==> config.mk <==
export PLATFORM = sky130hd
export DESIGN_NAME = band_deadzone_ema_core
export DESIGN_NICKNAME = d
export VERILOG_FILES = /design/src/rtl/bdema_pkg.sv /design/src/rtl/bdema_div.sv /design/src/rtl/band_deadzone_ema_core.sv
export SDC_FILE = /design/constraint.sdc
export NUM_CORES = 1
export LEC_CHECK = 0
export BUFFER_PORTS_ARGS = -buffer_cell sky130_fd_sc_hd__buf_2
export CELL_PAD_IN_SITES_DETAIL_PLACEMENT = 0
export CELL_PAD_IN_SITES_GLOBAL_PLACEMENT = 1
export CORE_MARGIN = 2
export CORE_UTILIZATION = 52
export DETAILED_ROUTE_END_ITERATION = 7
export PLACE_DENSITY = 0.8
export SYNTH_ARGS = -nofsm -noshare
export SYNTH_HDL_FRONTEND = slang
export SYNTH_SLANG_ARGS = --single-unit
export TNS_END_PERCENT = 100
==> constraint.sdc <==
create_clock -name clk -period 10.9 [get_ports clk]
set_clock_uncertainty 0.05 [all_clocks]
set_input_delay 1.09 -clock clk [delete_from_list [all_inputs] [get_ports clk]]
set_output_delay 1.09 -clock clk [all_outputs]
set_load 0.02 [all_outputs]
==> src/rtl/bdema_pkg.sv <==
// Shared constants and types for the band dead-zone moving-average block.
package bdema_pkg;

    // Item field widths.
    localparam int BAND_W   = 3;
    localparam int SAMPLE_W = 10;
    localparam int LEVEL_W  = 10;
    localparam int AVG_W    = 18;
    localparam int FACTOR_W = 16;
    localparam int DZ_W     = 10;

    // Packed stream widths, rounded up to whole bytes.
    localparam int S_DATA_W = 16;
    localparam int M_DATA_W = 32;

    // Configuration port.
    localparam int CFG_ADDR_W = 1;
    localparam int CFG_DATA_W = 16;

    // Register indexes.
    localparam logic [CFG_ADDR_W-1:0] REG_DEAD_ZONE = 1'd0;
    localparam logic [CFG_ADDR_W-1:0] REG_SMOOTHING = 1'd1;

    // Register reset values.
    localparam logic [DZ_W-1:0]     DEAD_ZONE_RST = '0;
    localparam logic [FACTOR_W-1:0] SMOOTHING_RST = 16'd32768;

    // Parameter defaults.
    localparam int BANDS_DEF   = 7;
    localparam int ADC_MAX_DEF = 1023;

    // Largest value the level field holds.
    localparam int LEVEL_MAX = (1 << LEVEL_W) - 1;

    // Divider status seen by the sequencer.
    typedef struct packed {
        logic busy;
        logic done;
    } div_stat_t;

endpackage

==> src/rtl/bdema_div.sv <==
// Restoring divider that retires one quotient bit per cycle.
module bdema_div #(
    parameter int NUM_W = 20,
    parameter int DEN_W = 10
) (
    input  logic                   clk,
    input  logic                   rst_n,
    input  logic                   start,
    input  logic [NUM_W-1:0]       num,
    input  logic [DEN_W-1:0]       den,
    output bdema_pkg::div_stat_t   stat,
    output logic [NUM_W-1:0]       quo
);
    import bdema_pkg::*;

    localparam int CNT_W = (NUM_W > 1) ? $clog2(NUM_W) : 1;

    logic [NUM_W-1:0] shift_reg;
    logic [DEN_W-1:0] rem_reg;
    logic [DEN_W-1:0] den_reg;
    logic [CNT_W-1:0] cnt_reg;
    logic             busy_reg;
    logic             done_reg;

    logic [DEN_W:0]   trial;
    logic             fits;
    logic [DEN_W:0]   diff;

    // One trial subtraction of the divisor from the shifted remainder.
    always_comb
    begin
        trial = {rem_reg, shift_reg[NUM_W-1]};
        fits  = (trial >= {1'b0, den_reg});
        diff  = trial - {1'b0, den_reg};
    end

    // Control state: busy while bits remain, done pulses once at the end.
    always_ff @(posedge clk or negedge rst_n)
    begin
        if (!rst_n)
        begin
            busy_reg <= 1'b0;
            done_reg <= 1'b0;
            cnt_reg  <= '0;
        end
        else
        begin
            done_reg <= busy_reg && !start && (cnt_reg == '0);
            if (start)
            begin
                busy_reg <= 1'b1;
                cnt_reg  <= CNT_W'(NUM_W - 1);
            end
            else if (busy_reg)
            begin
                if (cnt_reg == '0)
                begin
                    busy_reg <= 1'b0;
                end
                else
                begin
                    cnt_reg <= cnt_reg - 1'b1;
                end
            end
        end
    end

    // Datapath: the dividend shifts out while quotient bits shift in.
    always_ff @(posedge clk)
    begin
        if (start)
        begin
            shift_reg <= num;
            den_reg   <= den;
            rem_reg   <= '0;
        end
        else if (busy_reg)
        begin
            shift_reg <= {shift_reg[NUM_W-2:0], fits};
            rem_reg   <= fits ? diff[DEN_W-1:0] : trial[DEN_W-1:0];
        end
    end

    assign stat.busy = busy_reg;
    assign stat.done = done_reg;
    assign quo       = shift_reg;

endmodule

==> src/rtl/band_deadzone_ema_core.sv <==
// Top level: dead-zone removal, rescaling and per-band moving average.
//
//  Channel   Dir  Handshake              Payload
//  s_axis    in   s_tvalid / s_tready    s_tdata: band[2:0], sample[12:3]
//  m_axis    out  m_tvalid / m_tready    m_tdata: band_out[2:0], level[12:3],
//                                                 average[30:13]
//  cfg       in   cfg_we (no wait)       cfg_addr, cfg_data
//
// Each item passes through S_PREP, S_DIV (the bit-serial divider that
// rescales the reading), S_MUL and S_DONE; the next item is taken only
// after the last one retires to the output register.
// Averages sit in a small synchronous memory; per-band valid bits cleared
// by reset make unwritten bands read as zero, so no clearing pass is needed.
// A finished result waits in the output register; the next item is taken
// while it waits, and only the final write-back stalls on a full output.
module band_deadzone_ema_core #(
    parameter int BANDS   = bdema_pkg::BANDS_DEF,
    parameter int ADC_MAX = bdema_pkg::ADC_MAX_DEF
) (
    input  logic                             clk,
    input  logic                             rst_n,
    // band[2:0], sample[12:3], zeros above
    input  logic [bdema_pkg::S_DATA_W-1:0]   s_tdata,
    input  logic                             s_tvalid,
    output logic                             s_tready,
    // band_out[2:0], level[12:3], average[30:13], zero at bit 31
    output logic [bdema_pkg::M_DATA_W-1:0]   m_tdata,
    output logic                             m_tvalid,
    input  logic                             m_tready,
    input  logic                             cfg_we,
    input  logic [bdema_pkg::CFG_ADDR_W-1:0] cfg_addr,
    input  logic [bdema_pkg::CFG_DATA_W-1:0] cfg_data
);
    import bdema_pkg::*;

    localparam int ADC_W   = $clog2(ADC_MAX + 1);
    localparam int NUM_W   = SAMPLE_W + ADC_W;
    localparam int IDX_W   = (BANDS > 1) ? $clog2(BANDS) : 1;
    localparam int EXT_W   = (IDX_W > BAND_W) ? IDX_W : BAND_W;
    localparam int LVL_CAP = (ADC_MAX < LEVEL_MAX) ? ADC_MAX : LEVEL_MAX;
    localparam int PROD_W  = FACTOR_W + 1 + AVG_W + 1;

    typedef enum logic [2:0] {
        S_IDLE,
        S_PREP,
        S_DIV,
        S_MUL,
        S_DONE
    } state_t;

    state_t               state_reg;
    logic [DZ_W-1:0]      dz_reg;
    logic [FACTOR_W-1:0]  f_reg;
    logic [BAND_W-1:0]    band_reg;
    logic [SAMPLE_W-1:0]  sample_reg;
    logic [AVG_W-1:0]     rd_reg;
    logic [LEVEL_W-1:0]   lvl_reg;
    logic signed [PROD_W-1:0] prod_reg;
    logic                 out_valid_reg;
    logic [M_DATA_W-1:0]  out_data_reg;
    logic [BANDS-1:0]     valid_reg;
    logic [AVG_W-1:0]     mem [BANDS];

    logic [BAND_W-1:0]    in_band;
    logic [SAMPLE_W-1:0]  in_sample;
    logic [EXT_W-1:0]     in_band_ext;
    logic [IDX_W-1:0]     in_idx;
    logic [EXT_W-1:0]     band_ext;
    logic [IDX_W-1:0]     idx;
    logic                 in_range;
    logic                 accept;
    logic                 is_zero;
    logic                 is_full;
    logic [SAMPLE_W-1:0]  sdiff;
    logic [NUM_W-1:0]     div_num;
    logic [ADC_W-1:0]     div_den;
    logic                 div_start;
    div_stat_t            div_stat;
    logic [NUM_W-1:0]     div_quo;
    logic [LEVEL_W-1:0]   lvl_now;
    logic [AVG_W-1:0]     avg_old;
    logic signed [AVG_W:0] delta;
    logic [AVG_W+1:0]     avg_sum;
    logic [AVG_W-1:0]     avg_new;
    logic                 finish;

    // Field unpacking and band index decode.
    always_comb
    begin
        in_band     = s_tdata[BAND_W-1:0];
        in_sample   = s_tdata[BAND_W +: SAMPLE_W];
        in_band_ext = EXT_W'(in_band);
        in_idx      = in_band_ext[IDX_W-1:0];
        band_ext    = EXT_W'(band_reg);
        idx         = band_ext[IDX_W-1:0];
        in_range    = (32'(band_reg) < BANDS);
        accept      = s_tvalid && s_tready;
    end

    // Rescale setup: silence test, degenerate span test, dividend and divisor.
    always_comb
    begin
        is_zero   = (sample_reg <= dz_reg);
        is_full   = (32'(dz_reg) >= ADC_MAX);
        sdiff     = sample_reg - dz_reg;
        div_num   = NUM_W'(sdiff) * NUM_W'(ADC_MAX);
        div_den   = is_full ? ADC_W'(1) : ADC_W'(ADC_MAX - 32'(dz_reg));
        div_start = (state_reg == S_PREP);
    end

    bdema_div #(
        .NUM_W (NUM_W),
        .DEN_W (ADC_W)
    ) u_div (
        .clk   (clk),
        .rst_n (rst_n),
        .start (div_start),
        .num   (div_num),
        .den   (div_den),
        .stat  (div_stat),
        .quo   (div_quo)
    );

    // Level selection and the moving-average update.
    always_comb
    begin
        if (is_zero)
            lvl_now = '0;
        else if (is_full || (div_quo > NUM_W'(LVL_CAP)))
            lvl_now = LEVEL_W'(LVL_CAP);
        else
            lvl_now = div_quo[LEVEL_W-1:0];
        avg_old = (in_range && valid_reg[idx]) ? rd_reg : '0;
        delta   = $signed({1'b0, lvl_now, 8'd0}) - $signed({1'b0, avg_old});
        avg_sum = {2'b00, avg_old} + prod_reg[PROD_W-3:FACTOR_W];
        avg_new = avg_sum[AVG_W-1:0];
        finish  = (state_reg == S_DONE) && (!out_valid_reg || m_tready);
    end

    // Configuration registers.
    always_ff @(posedge clk or negedge rst_n)
    begin
        if (!rst_n)
        begin
            dz_reg <= DEAD_ZONE_RST;
            f_reg  <= SMOOTHING_RST;
        end
        else if (cfg_we)
        begin
            unique case (cfg_addr)
                REG_DEAD_ZONE: dz_reg <= cfg_data[DZ_W-1:0];
                REG_SMOOTHING: f_reg  <= cfg_data[FACTOR_W-1:0];
                default: ;
            endcase
        end
    end

    // Sequencer with the registered output item.
    always_ff @(posedge clk or negedge rst_n)
    begin
        if (!rst_n)
        begin
            state_reg     <= S_IDLE;
            out_valid_reg <= 1'b0;
            valid_reg     <= '0;
        end
        else
        begin
            if (finish)
                out_valid_reg <= 1'b1;
            else if (m_tready)
                out_valid_reg <= 1'b0;
            unique case (state_reg)
                S_IDLE:
                begin
                    if (accept)
                        state_reg <= S_PREP;
                end
                S_PREP:
                begin
                    state_reg <= S_DIV;
                end
                S_DIV:
                begin
                    if (div_stat.done)
                        state_reg <= S_MUL;
                end
                S_MUL:
                begin
                    state_reg <= S_DONE;
                end
                S_DONE:
                begin
                    if (finish)
                    begin
                        if (in_range)
                            valid_reg[idx] <= 1'b1;
                        state_reg <= S_IDLE;
                    end
                end
                default:
                begin
                    state_reg <= S_IDLE;
                end
            endcase
        end
    end

    // Item payload registers.
    always_ff @(posedge clk)
    begin
        if (accept)
        begin
            band_reg   <= in_band;
            sample_reg <= in_sample;
        end
        if (state_reg == S_MUL)
        begin
            lvl_reg  <= lvl_now;
            prod_reg <= $signed({1'b0, f_reg}) * delta;
        end
        if (finish)
            out_data_reg <= M_DATA_W'({avg_sum[AVG_W-1:0] & {AVG_W{in_range}},
                                       lvl_reg, band_reg});
    end

    // Average store: read at acceptance, written back when the item retires.
    always_ff @(posedge clk)
    begin
        if (accept)
            rd_reg <= mem[in_idx];
        if (finish && in_range)
            mem[idx] <= avg_new;
    end

    assign s_tready = (state_reg == S_IDLE);
    assign m_tvalid = out_valid_reg;
    assign m_tdata  = out_data_reg;

    // The divider only runs while an item is in flight.
    a_div_idle: assert property (@(posedge clk) disable iff (!rst_n)
        s_tready |-> !div_stat.busy)
        else $error("divider busy while block is idle");

    // After an item is taken no second item enters until it retires.
    a_one_item: assert property (@(posedge clk) disable iff (!rst_n)
        (s_tvalid && s_tready) |=> !s_tready)
        else $error("second item accepted while one is in flight");

    // The divider finishes only while the sequencer waits for it.
    a_div_done: assert property (@(posedge clk) disable iff (!rst_n)
        div_stat.done |-> (state_reg == S_DIV))
        else $error("divider result arrived outside the divide phase");

endmodule
==> run summary <==
The count of yosys warnings during synthesis is 0, and the count of antenna-violating nets left after detailed routing is 0. The tools report the routed wire length as 63600 um. 72 I/O pins were placed. The die is 234 um tall.

The fraction of synthesis flops using an asynchronous set or reset pin came out at 14.7%. The total area inside the core boundary comes to 52400 sq um. The clock slew at the register clock pins of the worst setup and hold paths was 0.06 ns; the vias per cell was 5.50. The tools report the initial antenna violation count as 0. The synthesized area per cell was 10.6 sq um; the total of max-cap violations was 0. The worst max-slew margin expressed relative to the limit came out at 19.3%. At the end of routability-driven placement, the weighted congestion stood at 0.877. Sequential cells were found to cover 31.6% of the synthesized design area.

The detailed-route wire length on metal 1 came out at 28700 um. For this run, the top clock speed supported by timing is 0.0980 GHz. Once detailed placement completed, the half-perimeter wirelength came to 48500 um. The first global-routing pass estimated 102000 um of wire. The detailed-route DRC error count came out at 0. For the DRC marker count from the first detailed-route iteration, the log shows 1262. For this run, the leading register cell type out of synthesis is sky130_fd_sc_hd__edfxtp_1. The highest layer touched by signal routing is met4.

Counting flops with a built-in enable in the synthesized netlist gives 246. The worst path needs 10.20 ns of the cycle, external delays included. For the worst setup path, the data required time is 11.16 ns. Yosys mapped the design onto 94 distinct sky130hd cell types.

Via count of the first global-routing pass: 19054. Setup repair after global routing left no endpoint under its margin. The run finished with clean final reports. For this run, the total global-route usage over all layers was measured as 24.1%. The worst register-to-register path begins at sample_reg[0]. Compared with the post-synthesis result, the final layout area differs by 7.46%. Dividing the detail-routed wire length by the instance count gives 19.1 um. The run gives 0 as the number of setup violations in the final report.

The startpoint identified for the worst hold timing path is lvl_reg[1]. Adding up every negative setup slack in the final design gives 0 ns. The tools report the post-cts hold buffer count as 0.

In this run the post-CTS setup repair buffer count came out at 0. Entering global routing, the biggest net connects 56 pins. The clock passes through at most 3 buffers. For the post-synth design cell area, the log shows 27500 sq um. The critical path in this run is classified as reg -> reg. TritonCTS built the clock tree.

For the number of endpoints with negative hold slack in the final report, the log shows 0. On the worst path, the slowest cell contributes a delay of 0.66 ns. Clock tree synthesis found a total of 300 sinks. The clock reaches the later pin of the worst-skew pair after 0.60 ns. The die covers 54800 sq um. Register containing the most flip-flops in the final layout: mem. Total number of nets in the final design: 3178. STA classifies the critical path startpoint as a flip-flop. The timing startpoint of the critical path was sample_reg[0].

Summed over all nets, wire length on met3 after detailed routing comes to 3400 um. The initial standard-cell utilization of the core came out at 52.5%. The logs give 0 for the count of final max-slew check failures and 0 for the total grt overflow. The number of cells upsized or downsized after cts is 0.

The flip-flop and latch count after synthesis is 300, and the pin slew with the least headroom to its limit is 1.20 ns. The number of search-and-repair iterations in the first detailed-routing pass was 5. Counting every instance in the synthesized netlist gives 2585. The tools report the element type at the critical path end as a flip-flop. Path category of the worst min-delay check: reg -> reg.

Counting every net in the synthesized netlist gives 3145. The number of I/O port buffers is 67, and the number of rows created at floorplan is 84. The worst path arrival time was 10.46 ns. The overall via count from detail_route came out at 18331.

The CTS H-tree depth was 1. On the critical path, the stage with the largest delay is an instance of sky130_fd_sc_hd__xnor2_1. The flip-flop count of the largest register after layout is 126. Of the cells placed in the final design, the portion with a size suffix greater than 1 is 10.6%. After detailed routing, the met2 layer carries 30000 um of wire. The die outline width works out to 234 um. Of all nets on the critical path, the largest fanout is 11. The worst path uses 93.6% of the clock period. In this run the register-to-register setup slack is 0.70 ns. Buffer cell driving the clock tree root: sky130_fd_sc_hd__clkbuf_16.

The antenna diode count was 0; the number of buffers added by the clock tree synthesis step was 31.
## cell usage in the layout, fill, tap and decap left out, types with 44 or more instances in the layout
cell	instances
sky130_fd_sc_hd__buf_4	44
sky130_fd_sc_hd__inv_1	489
sky130_fd_sc_hd__and2_1	129
sky130_fd_sc_hd__nor2_1	63
sky130_fd_sc_hd__ha_1	186
sky130_fd_sc_hd__buf_2	67
sky130_fd_sc_hd__nand2_1	312
sky130_fd_sc_hd__edfxtp_1	246
sky130_fd_sc_hd__xnor2_1	62
sky130_fd_sc_hd__o21ai_0	63
sky130_fd_sc_hd__a21oi_1	57
sky130_fd_sc_hd__fa_1	336
## per-layer routing
layer  vias to the layer above  track usage [%]
li1                       8454                -
met5                         -                0
met2                       490             39.0
met1                      9281             34.6
met3                       106             2.99
met4                         0             6.41
## critical path, delay by kind of cell (launching register included)
family / cells / cell delay, ns
and+or+nand+nor: 3 / 0.60
DFF: 1 / 0.36
adders and majority gates: 9 / 3.97
buffers and inverters: 7 / 0.63
xor gates and xnor gates: 3 / 1.05
AOI/OAI and AO/OA: 13 / 3.26
## area by class of cell
| cell class | count | area (sq um) |
|---|---|---|
| fill | 4451 | 22900 |
| multi-input combinational | 1682 | 16500 |
| sequential | 300 | 8690 |
| inverter | 492 | 1850 |
| tap | 688 | 861 |
| clock buffer | 34 | 797 |
| timing repair buffer | 111 | 666 |
| clock inverter | 23 | 214 |
## path summary, 6_finish.rpt
path,endpoint,depth (start not counted)
hold / removal,m_tdata[4],0
hold reg to reg,m_tdata[4],0
setup reg to reg,prod_reg[33],35
max in group asynchronous,f_reg[14],2
min in group asynchronous,valid_reg[0],2
setup / recovery,prod_reg[33],35
## synthesized netlist by cell type (all sizes together) (32+ instances only)
cell type  number  area, sq um
nand2         315         1190
dfrtp          43         1080
xnor2          64          568
clkbuf         82          308
o21ai          67          347
ha            186         2330
nor3           36          200
fa            336         6730
a21oi          59          303
edfxtp        246         7390
xor2           32          288
nor2           64          240
mux2           36          405
and2          130          813
inv           491         1840
## through the flow
step                instance area [sq um]  hold WS, ns  util (%)  setup WS (ns)  instances
floorplan                           27500        0.350         -           2.03       2585
global route                        29600        0.370      56.4          0.120       3330
finish                              29600        0.368      56.4          0.698       3330
CTS                                 29600        0.369      56.4          0.673       3330
global placement                    28600        0.356      54.5          0.864       3273
detailed placement                  28600        0.355      54.5          0.750       3273
## cells by family after synthesis
kind of cell	after synthesis	synth area share, %
simple gates	699	12.7
buf+inv	603	8.56
fa+ha+maj	527	33.1
flops	300	31.6
compound gates	277	7.06
xor+xnor	96	3.11
mux	82	3.96
other cells	1	0.0136
Power is left out: the tool's default activity adds up to more than one toggle a clock period on the data nets, which glitch-free logic cannot reach.
